<file path="config.mk">
export PLATFORM = sky130hd
export DESIGN_NAME = tfn_div_cell
export DESIGN_NICKNAME = d
export VERILOG_FILES = /design/src/rtl/tfn_pkg.sv /design/src/rtl/tfn_div_cell.sv
export SDC_FILE = /design/constraint.sdc
export NUM_CORES = 1
export LEC_CHECK = 0
export BUFFER_PORTS_ARGS = -buffer_cell sky130_fd_sc_hd__buf_2
export CORE_MARGIN = 8
export CORE_UTILIZATION = 45
export DETAILED_ROUTE_END_ITERATION = 12
export PLACE_DENSITY_LB_ADDON = 0.05
export SETUP_SLACK_MARGIN = 0.3
export SLEW_MARGIN = 20
export SYNTH_ARGS = -nofsm -noshare
export SYNTH_HDL_FRONTEND = slang
export SYNTH_SLANG_ARGS = --single-unit
</file>
<file path="constraint.sdc">
create_clock -name clk -period 0.8 [get_ports clk]
set_clock_uncertainty 0.05 [all_clocks]
set_input_delay 0.04 -clock clk [delete_from_list [all_inputs] [get_ports clk]]
set_output_delay 0.04 -clock clk [all_outputs]
set_load 0.01 [all_outputs]
</file>
<file path="src/rtl/tfn_pkg.sv">
// Shared types and fixed constants for the triangle face normal pipeline.
// No dependencies.
`default_nettype none

package tfn_pkg;

    localparam int NORM_BITS  = 30;   // magnitude width after normalization
    localparam int SQ_W       = 64;   // sum-of-squares / sqrt working width
    localparam int SQRT_STEPS = 32;   // one result bit per cell
    localparam int LEN_W      = 32;   // vector length width
    localparam int REM_W      = 33;   // divider remainder width (< 2 * length)
    localparam int OUT_W      = 16;   // output component width

    // sideband that travels with every beat through the chain
    typedef struct packed {
        logic       valid;
        logic       last;
        logic       degen;
        logic [2:0] neg;
    } tfn_side_t;

endpackage

`default_nettype wire

</file>
<file path="src/rtl/tfn_div_cell.sv">
// One restoring-division step for all three normal components against the
// shared vector length. Uses tfn_pkg.
`default_nettype none

module tfn_div_cell
    import tfn_pkg::*;
#(
    parameter int QW = 15
)
(
    input  wire logic                      clk,
    input  wire logic                      rst_n,
    input  wire logic [LEN_W-1:0]          len_i,
    input  wire logic [2:0][REM_W-1:0]     rem_i,
    input  wire logic [2:0][QW-1:0]        num_i,
    input  wire logic [2:0][QW-1:0]        q_i,
    input  wire tfn_side_t                 side_i,
    output logic      [LEN_W-1:0]          len_o,
    output logic      [2:0][REM_W-1:0]     rem_o,
    output logic      [2:0][QW-1:0]        num_o,
    output logic      [2:0][QW-1:0]        q_o,
    output tfn_side_t                      side_o
);

    logic [LEN_W-1:0]      len_reg;
    logic [2:0][REM_W-1:0] rem_reg, rem_next;
    logic [2:0][QW-1:0]    num_reg, num_next;
    logic [2:0][QW-1:0]    q_reg, q_next;
    tfn_side_t             side_reg;
    logic [REM_W-1:0]      t;

    always_comb
    begin
        for (int i = 0; i < 3; i++)
        begin
            t           = {rem_i[i][REM_W-2:0], num_i[i][QW-1]};
            num_next[i] = num_i[i] << 1;
            if (t >= {1'b0, len_i})
            begin
                rem_next[i] = t - {1'b0, len_i};
                q_next[i]   = {q_i[i][QW-2:0], 1'b1};
            end
            else
            begin
                rem_next[i] = t;
                q_next[i]   = {q_i[i][QW-2:0], 1'b0};
            end
        end
    end

    always_ff @(posedge clk or negedge rst_n)
    begin
        if (!rst_n)
        begin
            side_reg <= '0;
        end
        else
        begin
            side_reg <= side_i;
        end
    end

    always_ff @(posedge clk)
    begin
        len_reg <= len_i;
        rem_reg <= rem_next;
        num_reg <= num_next;
        q_reg   <= q_next;
    end

    assign len_o  = len_reg;
    assign rem_o  = rem_reg;
    assign num_o  = num_reg;
    assign q_o    = q_reg;
    assign side_o = side_reg;

endmodule

`default_nettype wire

</file>
==> flow_metrics.env <==
export IMPL_drv_slew=0
export IMPL_routedWlPerCell_um=24.9
export IMPL_die_width_um=176
export IMPL_netlist_cell_type_count=87
export IMPL_drv_cap=0
export IMPL_p_per_area_nw_per_um2=1970
export IMPL_fill_cells=1209
export IMPL_synth_fa_ha_area_share_pct=11.0
export IMPL_violations="hold timing, setup timing"
export IMPL_finalNonFillerCells=2549
export IMPL_critPathLaunchType="input pin"
export IMPL_cts_buffers=25
export IMPL_synthXorXnorAreaFrac_pct=5.80
export IMPL_cts_buffer_depth=3
export IMPL_initial_core_util_pct=45.7
export IMPL_drtIter0Drc=1305
export IMPL_die_h_um=176
export IMPL_grt_max_degree=16
export IMPL_postCtsHoldBufs=141
export IMPL_fin_crit_sh_pct=306
export IMPL_synth_compound_area_share_pct=20.9
export IMPL_synthTopCellsByArea="dfxtp_1, ha_1, a21oi_1"
export IMPL_setup_viol=326
export IMPL_grt_pass1_wl_um=80000
export IMPL_grt_use_total_pct=32.7
export IMPL_synth_seq_cells=224
export IMPL_worstSetupPathType="input pin to register"
export IMPL_vias_per_cell=5.72
export IMPL_clkSinkCount=224
export IMPL_io_pins=456
export IMPL_syn_inst=1191
export IMPL_core_sq_um=25100
export IMPL_ant_nets=0
export IMPL_status="finished with violations"
export IMPL_portBuffers=446
export IMPL_crit_required_ps=1210
export IMPL_num_rows=58
export IMPL_synth_area_sq_um=11500
export IMPL_nets=2523
export IMPL_min_to="rem_o[91]$_DFF_P_"
export IMPL_synth_main_ff_cell="dfxtp_1"
export IMPL_netlist_area_leader_share_pct=38.0
export IMPL_rsz0062_at_grt="yes"
export IMPL_numPlacedInstances=2293
export IMPL_drive_gt1_share_pct=58.9
export IMPL_synth_top_family_by_area="compound AO/OA/AOI/OAI gates"
export IMPL_min_path_cells=2
export IMPL_dr_pass1_iters=7
export IMPL_hp_class="input pin to register"
export IMPL_min_period_ps=2450
export IMPL_totalWireLength_um=63500
export IMPL_p_leak_nw=10.8
export IMPL_grt_pass1_vias=14400
export IMPL_yosys_area_top_type="dfxtp_1"
export IMPL_dp_hpwl_um=36000
export IMPL_synthMuxAreaShare_pct=7.26
export IMPL_syn_avg_cell_area_sq_um=9.63
export IMPL_cts_htree_levels=1
export IMPL_slew_headroom_pct=65.5
export IMPL_gp_congestion=0.910
export IMPL_endpoint_kind="register"
export IMPL_synth_edf_count=0
export IMPL_yosys_area_share_simple_pct=11.3
export IMPL_cp_max_fo=7
export IMPL_final_area_sq_um=22100
export IMPL_hold_worst_slack_ps=-325
export IMPL_ir_worst_vdd_mv=2.39
export IMPL_dpl_instance_area_sq_um=16900
export IMPL_ys_warnings_count=0
export IMPL_cts_tree="done"
export IMPL_antenna_found_initial=6
export IMPL_die_area_sq_um=30900
export IMPL_async_reset_ff_share_pct=2.68
export IMPL_holdCritStartpoint="rem_i[90]"
export IMPL_area_delta_synth_final_pct=92.7
export IMPL_clk_pin_slew_ps=80
export IMPL_worstPathArrival_ps=2850
export IMPL_finalWorstSetupSlack_ps=-1650
export IMPL_vias=14600
export IMPL_hold_viol=88
export IMPL_grt_ovfl_total=0
export IMPL_cts_root_buf="clkbuf_16"
export IMPL_ys_seq_area_share_pct=39.3
export IMPL_fmax_mhz=409
export IMPL_drc=0
export IMPL_max_slew_worst_pin_slew_ps=512
[sequential cells by signal (all words and copies together) (netlist names)]
register  cells
len_o        32
num_o        42
q_o          45
rem_o        99
side_o        6
[cells by family after synthesis]
kind of cell               count (synthesis)
buffers and inverters                    104
muxes                                     68
xor gates and xnor gates                  76
and+or+nand+nor                          270
AOI/OAI and AO/OA                        349
DFF                                      224
other                                      1
adders and majority gates                 99
[Yosys cell counts, types with 5 or more instances]
master / instances
a31oi_1: 14
or2_2: 6
and4_1: 5
mux2_2: 46
ha_1: 96
a211oi_1: 13
a211o_1: 5
nor2_1: 83
o211ai_1: 7
o21bai_1: 15
clkbuf_1: 20
a21o_1: 66
a21oi_1: 106
o31a_1: 6
xor2_1: 28
o31ai_1: 7
dfxtp_1: 218
buf_6: 5
nand2b_1: 5
o21a_1: 10
o21ai_0: 46
a21boi_0: 5
dfrtp_1: 6
nor3_1: 14
buf_2: 6
a31o_2: 5
xnor2_1: 48
nand3_1: 20
and3_1: 16
mux2_4: 19
and2_1: 8
nand2_1: 69
inv_1: 61
nand4_1: 16
nor2b_1: 12
[area by class of cell]
type / count / area (sq um) / share of cell area [%]
diodes: 6 / 15.0 / 0.0679
clock buffers: 29 / 671 / 3.03
clock inverters: 16 / 243 / 1.10
inverters: 63 / 278 / 1.26
multi-input cells: 865 / 7590 / 34.3
flip-flops and latches: 224 / 4690 / 21.2
well taps: 330 / 413 / 1.87
repair buffers: 1013 / 8170 / 36.9
repair inverters: 3 / 38.8 / 0.175
[timing repair]
item	CTS	global route
gates resized for setup	317	248
buffers inserted	42	13
cloned	7	3
endpoints found under the setup margin	326	328
pin swaps	49	36
hold endpoints to repair	227	89
[cell usage in the layout, fill, tap and decap left out, types with 9 or more instances in the layout]
cell and n:
nor2_4 11, clkbuf_16 28, xnor2_1 47, nand3_1 15, dfxtp_1 78, nor2b_1 10, o21a_1 10, buf_4 385
dfxtp_2 140, mux2_4 46, buf_12 10, inv_1 44, nor2_2 12, nor3_1 11, dlygate4sd3_1 139, a31oi_1 10
o21ai_0 36, a21oi_2 17, and3_1 12, o21bai_1 14, a21o_1 66, mux2_2 19, buf_6 171, buf_2 294
ha_1 63, xor2_1 28, nand4_1 16, a21oi_1 90, inv_2 9, ha_4 27, nand2_1 65, nor2_1 60
[critical path: stages]
cell,delay [ps]
buf_2,110
inv_1,110
ha_1,420
a21o_1,240
a21oi_1,330
o21ai_0,240
a21o_1,300
o2111ai_4,250
and2_4,250
buf_12,160
inv_16,60
mux2_4,320
[power by group]
part           leakage (nW)  internal (mW)  switching (mW)  total (mW)
combinational          8.39           8.92            7.77        16.7
clock                 0.452           7.73            5.51        13.2
sequential             1.91           12.8           0.739        13.5
[stage by stage]
step                hold WS, ps  setup slack (ps)  total power, mW  TNS (ps)  utilization (%)
finish                     -325             -1650             43.5   -206630             88.0
global route               -327             -1580             44.6   -212980             88.0
CTS                        -330             -1360             40.6   -190680             83.2
detailed placement         -176             -2100             25.2   -202550             67.2
global placement           -181             -2050             25.1   -198840             67.2
floorplan                  -306             -1770             19.4   -169010                -
[layer usage]
metal / GRT usage [%] / vias to the layer above / wire length, um
met5: 0 / - / 13
met4: 17.0 / 2 / 4940
met3: 7.73 / 378 / 5580
met2: 58.7 / 1003 / 30600
met1: 35.2 / 6891 / 22400
li1: - / 6319 / -
[how the worst max path moves through the flow]
stage	startpoint	end	slack, ps	depth (start not counted)
after floorplan	len_i[8]	rem_o[76]$_DFF_P_	-1770	13
after global placement	len_i[12]	rem_o[88]$_DFF_P_	-2050	14
after detailed placement	len_i[12]	rem_o[4]$_DFF_P_	-2100	13
after CTS	len_i[8]	rem_o[81]$_DFF_P_	-1360	14
after global routing	len_i[15]	rem_o[96]$_DFF_P_	-1580	14
final	len_i[18]	rem_o[86]$_DFF_P_	-1650	12
Note: power is estimated with default switching activity, not from simulation.
