`src/rtl/tfn_pkg.sv`:
```
// Shared types and fixed constants for the triangle face normal pipeline.
// No dependencies.
`default_nettype none

package tfn_pkg;

    localparam int NORM_BITS  = 30;   // magnitude width after normalization
    localparam int SQ_W       = 64;   // sum-of-squares / sqrt working width
    localparam int SQRT_STEPS = 32;   // one result bit per cell
    localparam int LEN_W      = 32;   // vector length width
    localparam int REM_W      = 33;   // divider remainder width (< 2 * length)
    localparam int OUT_W      = 16;   // output component width

    // sideband that travels with every beat through the chain
    typedef struct packed {
        logic       valid;
        logic       last;
        logic       degen;
        logic [2:0] neg;
    } tfn_side_t;

endpackage

`default_nettype wire

```
`src/rtl/tfn_norm_cell.sv`:
```
// One stage of the normalizing shifter: shifts all three magnitudes left by
// SHIFT when the top SHIFT bits of their OR are clear. Uses tfn_pkg.
`default_nettype none

module tfn_norm_cell
    import tfn_pkg::*;
#(
    parameter int W     = 50,
    parameter int SHIFT = 32
)
(
    input  wire logic                clk,
    input  wire logic                rst_n,
    input  wire logic [2:0][W-1:0]   mag_i,
    input  wire tfn_side_t           side_i,
    output logic      [2:0][W-1:0]   mag_o,
    output tfn_side_t                side_o
);

    logic [2:0][W-1:0] mag_reg, mag_next;
    tfn_side_t         side_reg;
    logic [W-1:0]      orw;

    always_comb
    begin
        orw = mag_i[0] | mag_i[1] | mag_i[2];
        if (orw[W-1 -: SHIFT] == '0)
        begin
            for (int i = 0; i < 3; i++)
            begin
                mag_next[i] = mag_i[i] << SHIFT;
            end
        end
        else
        begin
            mag_next = mag_i;
        end
    end

    always_ff @(posedge clk or negedge rst_n)
    begin
        if (!rst_n)
        begin
            side_reg <= '0;
        end
        else
        begin
            side_reg <= side_i;
        end
    end

    always_ff @(posedge clk)
    begin
        mag_reg <= mag_next;
    end

    assign mag_o  = mag_reg;
    assign side_o = side_reg;

endmodule

`default_nettype wire

```
`config.mk`:
```
export PLATFORM = sky130hd
export DESIGN_NAME = tfn_norm_cell
export DESIGN_NICKNAME = d
export VERILOG_FILES = /design/src/rtl/tfn_pkg.sv /design/src/rtl/tfn_norm_cell.sv
export SDC_FILE = /design/constraint.sdc
export NUM_CORES = 1
export LEC_CHECK = 0
export BUFFER_PORTS_ARGS = -buffer_cell sky130_fd_sc_hd__buf_2
export CAP_MARGIN = 20
export CORE_AREA = 4 4 121 123
export DETAILED_ROUTE_END_ITERATION = 8
export DIE_AREA = 0 0 125 127
export PLACE_DENSITY = 0.67
export SYNTH_ARGS = -nofsm -noshare
export SYNTH_HDL_FRONTEND = slang
export SYNTH_SLANG_ARGS = --single-unit
```
`constraint.sdc`:
```
create_clock -name clk -period 0.8 [get_ports clk]
set_input_delay 0.08 -clock clk [delete_from_list [all_inputs] [get_ports clk]]
set_output_delay 0.08 -clock clk [all_outputs]
set_load 0.01 [all_outputs]
```
==> results of run 1 <==
-- through the flow --
stage	instances	instance area [um2]	hold slack, ps
global placement	828	6440	-100
global route	1032	9720	-149
CTS	1023	9080	-162
detailed placement	828	6440	-94.3
floorplan	360	4560	-216
finish	1032	9720	-132
-- timing repair --
item,CTS,global route
setup buffers,4,2
hold endpoints to repair,162,1
gates resized for setup,126,139
pin swaps,7,4
setup endpoints to repair,264,270
cloned,3,5
-- flip-flops by register name (all words and copies together), names as in the netlist --
name,flops
side_o,6
mag_o,150
-- synthesized netlist by cell type, drive strengths merged --
| cell type | count | area (um2) |
|---|---|---|
| a21boi | 54 | 405 |
| a31o | 54 | 473 |
| buf | 7 | 42.5 |
| clkbuf | 57 | 214 |
| dfrtp | 6 | 150 |
| dfxtp | 150 | 3000 |
| nand4 | 6 | 37.5 |
| nor2 | 1 | 3.75 |
| nor4 | 25 | 171 |
-- area by class of cell --
class	instances	area share [%]
Tap cell	180	2.32
Clock inverter	10	0.927
Timing Repair Buffer	522	44.4
Multi-Input combinational cell	140	13.9
Antenna cell	2	0.0515
Clock buffer	22	4.78
Sequential cell	156	33.5
-- cells by family (layout without fill, tap and decap cells) --
family,Yosys count,in the layout,synth area share [%]
flip-flops,156,156,70.1
AO/OA/AOI/OAI,108,108,19.5
buffers and inverters,64,554,5.70
other,0,2,0
AND/OR/NAND/NOR,32,32,4.73
-- worst min-delay path by stage --
stage,startpoint,end,slack [ps]
finish,mag_i[36],mag_o[36]$_DFF_P_,-130
global route,mag_i[36],mag_o[36]$_DFF_P_,-150
CTS,mag_i[36],mag_o[36]$_DFF_P_,-160
detailed placement,rst_n,side_o[5]$_DFF_PN0_,-90
global placement,rst_n,side_o[1]$_DFF_PN0_,-100
floorplan,rst_n,side_o[0]$_DFF_PN0_,-220
-- layer usage --
| layer | up-vias | GRT usage, % | part of all wire [%] |
|---|---|---|---|
| met2 | 246 | 42.8 | 54 |
| met3 | 36 | 7.48 | 7.5 |
| li1 | 2225 | - | - |
| met1 | 2380 | 24.4 | 37 |
| met4 | 0 | 8.99 | 2.1 |
| met5 | - | 0 | 0 |
-- where the power goes --
part           total (mW)  internal [mW]  switching [mW]
combinational        2.63           1.64           0.987
clock                7.58           4.44            3.15
sequential           8.41           8.24           0.173
total                18.6           14.3            4.31
==> run metrics, run 1 <==
Synth Cell Area=between 4000 and 5000 um2; Yosys Warn Count=0; Hold Vio Cnt, Final=1; Initial Util=between 30 and 40%; top cell family by delay on the critical path=buffers and inverters; part of the Yosys area used for sequential elements=a little over two thirds; final setup fails=~260; drt drc=0; CP Class=in -> reg; initial antenna violation count=2; CP Launch Point=mag_i[37]; Die Y=127 um; synth unique cells=12; unrepaired setup endpoints after global routing=true; fraction of layout cells with a size suffix above 1=between 60% and 70%; H-tree levels=4; WL/cell=about 20 um; CP Data Arrival Time=1710 ps; Least-Margin Pin Slew=321 ps; PD cells=~1900 nW/um2; Die W=approximately 130 um; Clock Pin Slew Worst Setup and Hold Paths=about 60 ps; Area Overhead vs Synth=116%; Final Core Density=a little under three quarters; leading cell types in the layout, fill and taps excluded=buf_2 (221), dlygate4sd3_1 (156), buf_6 (93); Placer Congestion=approximately 0.86; TritonRoute pass-1 iters=4; Max Root-Sink Buffers=2; number of cells on the critical path=9; Final min period=1350 ps; TritonCTS clock tree=yes; drt first-iter violations=between 200 and 250; clk sinks=around 160; cts hold-fix bufs=approximately 160; f_max=around 0.74 GHz; Sequential cell area=between 3000 and 4000 um2; synthesis-stage register bit count=between 150 and 200; Worst Path Max Fanout=8; via/cell ratio=4.74; Tcrit/Tclk final=169%; critical path required time=1160 ps; grt total ovfl=0; Final Max Tran Viols=0; Slowest cell on crit path=nor4_4; IO Pins=approximately 310; DRT Wirelength=20,100 um; root buffer cell=clkbuf_16; DP Worst Slack=-1160 ps; All-Layer GR Usage=23.1%; maximum vdd ir drop=between 0.001 and 0.0015 V; Crit. End Element=flop; startpoint class of the critical path=primary input; Gate Count Post-Synth=360; hold slack=-132 ps; Pwr Total=approximately 19 mW; site row count=43; # fillers=between 800 and 900; synthesized net count=~520; multi-input logic area=about 1400 um2; Slew headroom=78.4%; Nets=around 1,000; run status=complete, but fails checks; DPL Wire Length=~12,000 um; die area=roughly 16,000 um2; Leakage=approximately 4.4 nW; antenna viol nets, final=0; I/O Buffers=between 300 and 400; hold path depth=2; slowest stage delay, CP=290 ps; failing checks=negative hold slack, negative setup slack; Min-Delay Path Class=in -> reg; Max Cap Viol=0; setup TNS=-72,970 ps; TritonCTS Buffers=17; syn avg cell area=12.5 um2; pin count of the biggest net entering global routing=53; Bufs and invs on worst path=5; first-pass GRT wire length=around 29,000 um; vias in the first global route=approximately 5,200; most common cell after layout, fill and taps aside=buf_2; critical path endpoint=mag_o[134]$_DFF_P_; core area=between 10,000 and 15,000 um2; crit path cell chain=buf_8, nor4_4, buf_4, nand4_1, nor4_4, buf_6, buf_4, buf_16, a31o_4; fin worst setup slack=-548 ps; via count=~4,900
(Power assumes the default switching activity.)
==> run 2, diff against run 1 <==
Settings changed: SETUP_SLACK_MARGIN set to 0.02.
==> run metrics, run 2 (synthesis gave the netlist of run 1 again) <==
run status=complete, but fails checks; failing checks=negative hold slack, negative setup slack; drt drc=0 (unchanged); via count=4,887 (unchanged); # fillers=853 (unchanged); Comb pwr share=14.1% (about the same); CP Class=in -> reg; drt first-iter violations=213 (unchanged); Min-Delay Path Class=in -> reg; grt total ovfl=0 (unchanged); Die Y=127 um (unchanged); root buffer cell=clkbuf_16; antenna viol nets, final=0 (unchanged); final setup fails=264 (unchanged); slowest stage delay, CP=290 ps (about the same); die area=15,900 um2 (unchanged); Final min period=1350 ps (unchanged); most common cell after layout, fill and taps aside=buf_2; number of cells on the critical path=9 (unchanged); Seq pwr share=45.2% (about the same); cts hold-fix bufs=156 (unchanged); Slowest cell on crit path=nor4_4; Tcrit/Tclk final=169% (unchanged); max reg flops=150 (unchanged); DRT Wirelength=20,100 um (unchanged); Worst Hold Path EP=mag_o[36]$_DFF_P_; Hold Vio Cnt, Final=1 (unchanged); CP Data Arrival Time=1710 ps (about the same); startpoint class of the critical path=primary input; f_max=0.742 GHz (unchanged); DP Area=6440 um2 (unchanged); Max Cap Viol=0 (unchanged); Clock Pin Slew Worst Setup and Hold Paths=60 ps (about the same); placed cell count=828 (unchanged); maximum vdd ir drop=0.00134 V (unchanged); multi-input logic area=1360 um2 (unchanged); IO Pins=314 (unchanged); fraction of layout cells with a size suffix above 1=64.5% (unchanged); Nets=995 (unchanged); crit path cell chain=buf_8, nor4_4, buf_4, nand4_1, nor4_4, buf_6, buf_4, buf_16, a31o_4; Final Core Density=71.1% (unchanged); TritonRoute pass-1 iters=4 (unchanged); Worst Path Max Fanout=8 (unchanged); TritonCTS clock tree=yes; site row count=43 (unchanged); PD cells=1920 nW/um2 (unchanged); Initial Util=32.9% (unchanged); initial antenna violation count=2 (unchanged); core area=13,700 um2 (unchanged); All-Layer GR Usage=23.1% (unchanged); Final Max Tran Viols=0 (unchanged); I/O Buffers=313 (unchanged); Leakage=4.38 nW (unchanged); switching share of power=23.1% (unchanged); vias in the first global route=5,196 (unchanged); hold slack=-132 ps (unchanged); leading cell types in the layout, fill and taps excluded=buf_2 (221), dlygate4sd3_1 (156), buf_6 (93); top cell family by delay on the critical path=buffers and inverters; H-tree levels=4 (unchanged); first-pass GRT wire length=28,600 um (unchanged); Least-Margin Pin Slew=321 ps (unchanged); Max Root-Sink Buffers=2 (unchanged); HP Start=mag_i[36]; final instance area=9720 um2 (unchanged); Int Pwr=14.3 mW (unchanged); TritonCTS Buffers=17 (unchanged); NetSw=4.31 mW (unchanged); unrepaired setup endpoints after global routing=true; Die W=125 um (unchanged); WL/cell=19.5 um (unchanged); Area Overhead vs Synth=116% (unchanged); DPL Wire Length=11,500 um (unchanged); pin count of the biggest net entering global routing=53 (unchanged); Crit. End Element=flop; fin worst setup slack=-548 ps (unchanged); via/cell ratio=4.74 (unchanged); critical path required time=1160 ps (about the same); hold path depth=2 (unchanged); clk sinks=156 (unchanged); Bufs and invs on worst path=5 (unchanged); Slew headroom=78.4% (unchanged); Clk pwr share=40.7% (about the same); Placer Congestion=0.856 (unchanged); Sequential cell area=3260 um2 (unchanged); post-layout instance count excluding filler cells=1,032 (unchanged); Pwr Total=18.6 mW (unchanged)
-- run 2: cell counts in the layout (fill, tap and decap cells not counted) --
Identical to the previous run, type by type.
-- run 2: final cells by class --
class,instances,area share (%)
diodes,2,0.0515
clock buffers,22,4.78
well taps,180,2.32
clock inverters,10,0.927
repair buffers,522,44.4
multi-input cells,140,13.9
flip-flops and latches,156,33.5
-- run 2: per-layer routing --
layer  track usage [%]  vias up  share of wire (%)
met5                 0        -                  0
li1                  -     2225                  -
met4              8.99        0                2.1
met1              24.4     2380                 37
met3              7.48       36                7.5
met2              42.8      246                 54
-- run 2: worst max path at each step --
stage	start	end	slack (ps)
detailed placement	mag_i[137]	mag_o[51]$_SDFF_PN0_	-1160
global route	mag_i[37]	mag_o[35]$_DFF_P_	-600
floorplan	mag_i[68]	mag_o[0]$_SDFF_PN0_	-640
CTS	mag_i[37]	mag_o[44]$_DFF_P_	-530
finish	mag_i[37]	mag_o[134]$_DFF_P_	-550
global placement	mag_i[134]	mag_o[100]$_SDFF_PN0_	-1170
-- run 2: through the flow --
stage / setup TNS [ps] / setup WS (ps) / hold slack, ps
global route: -84350 / -600 / -149
detailed placement: -119000 / -1160 / -94.3
floorplan: -63600 / -638 / -216
global placement: -121120 / -1170 / -100
CTS: -73450 / -535 / -162
finish: -72970 / -548 / -132
-- run 2: repair_timing --
action                                  CTS  global route
endpoints found under the setup margin  264           270
gates cloned                              3             5
hold endpoints to repair                162             1
setup buffers                             4             2
pin swaps                                 7             4
resized for setup                       126           139
-- run 2: power by group through the flow --
stage | Sequential [mW] | Combinational (mW) | Clock [mW]
final | 8.41 | 2.63 | 7.58
after global placement | 8.45 | 1.56 | 0
after detailed placement | 8.46 | 1.59 | 0
after floorplan | 8.69 | 0.297 | 0
after CTS | 8.33 | 2.34 | 7.64
after global routing | 8.44 | 2.78 | 8.02
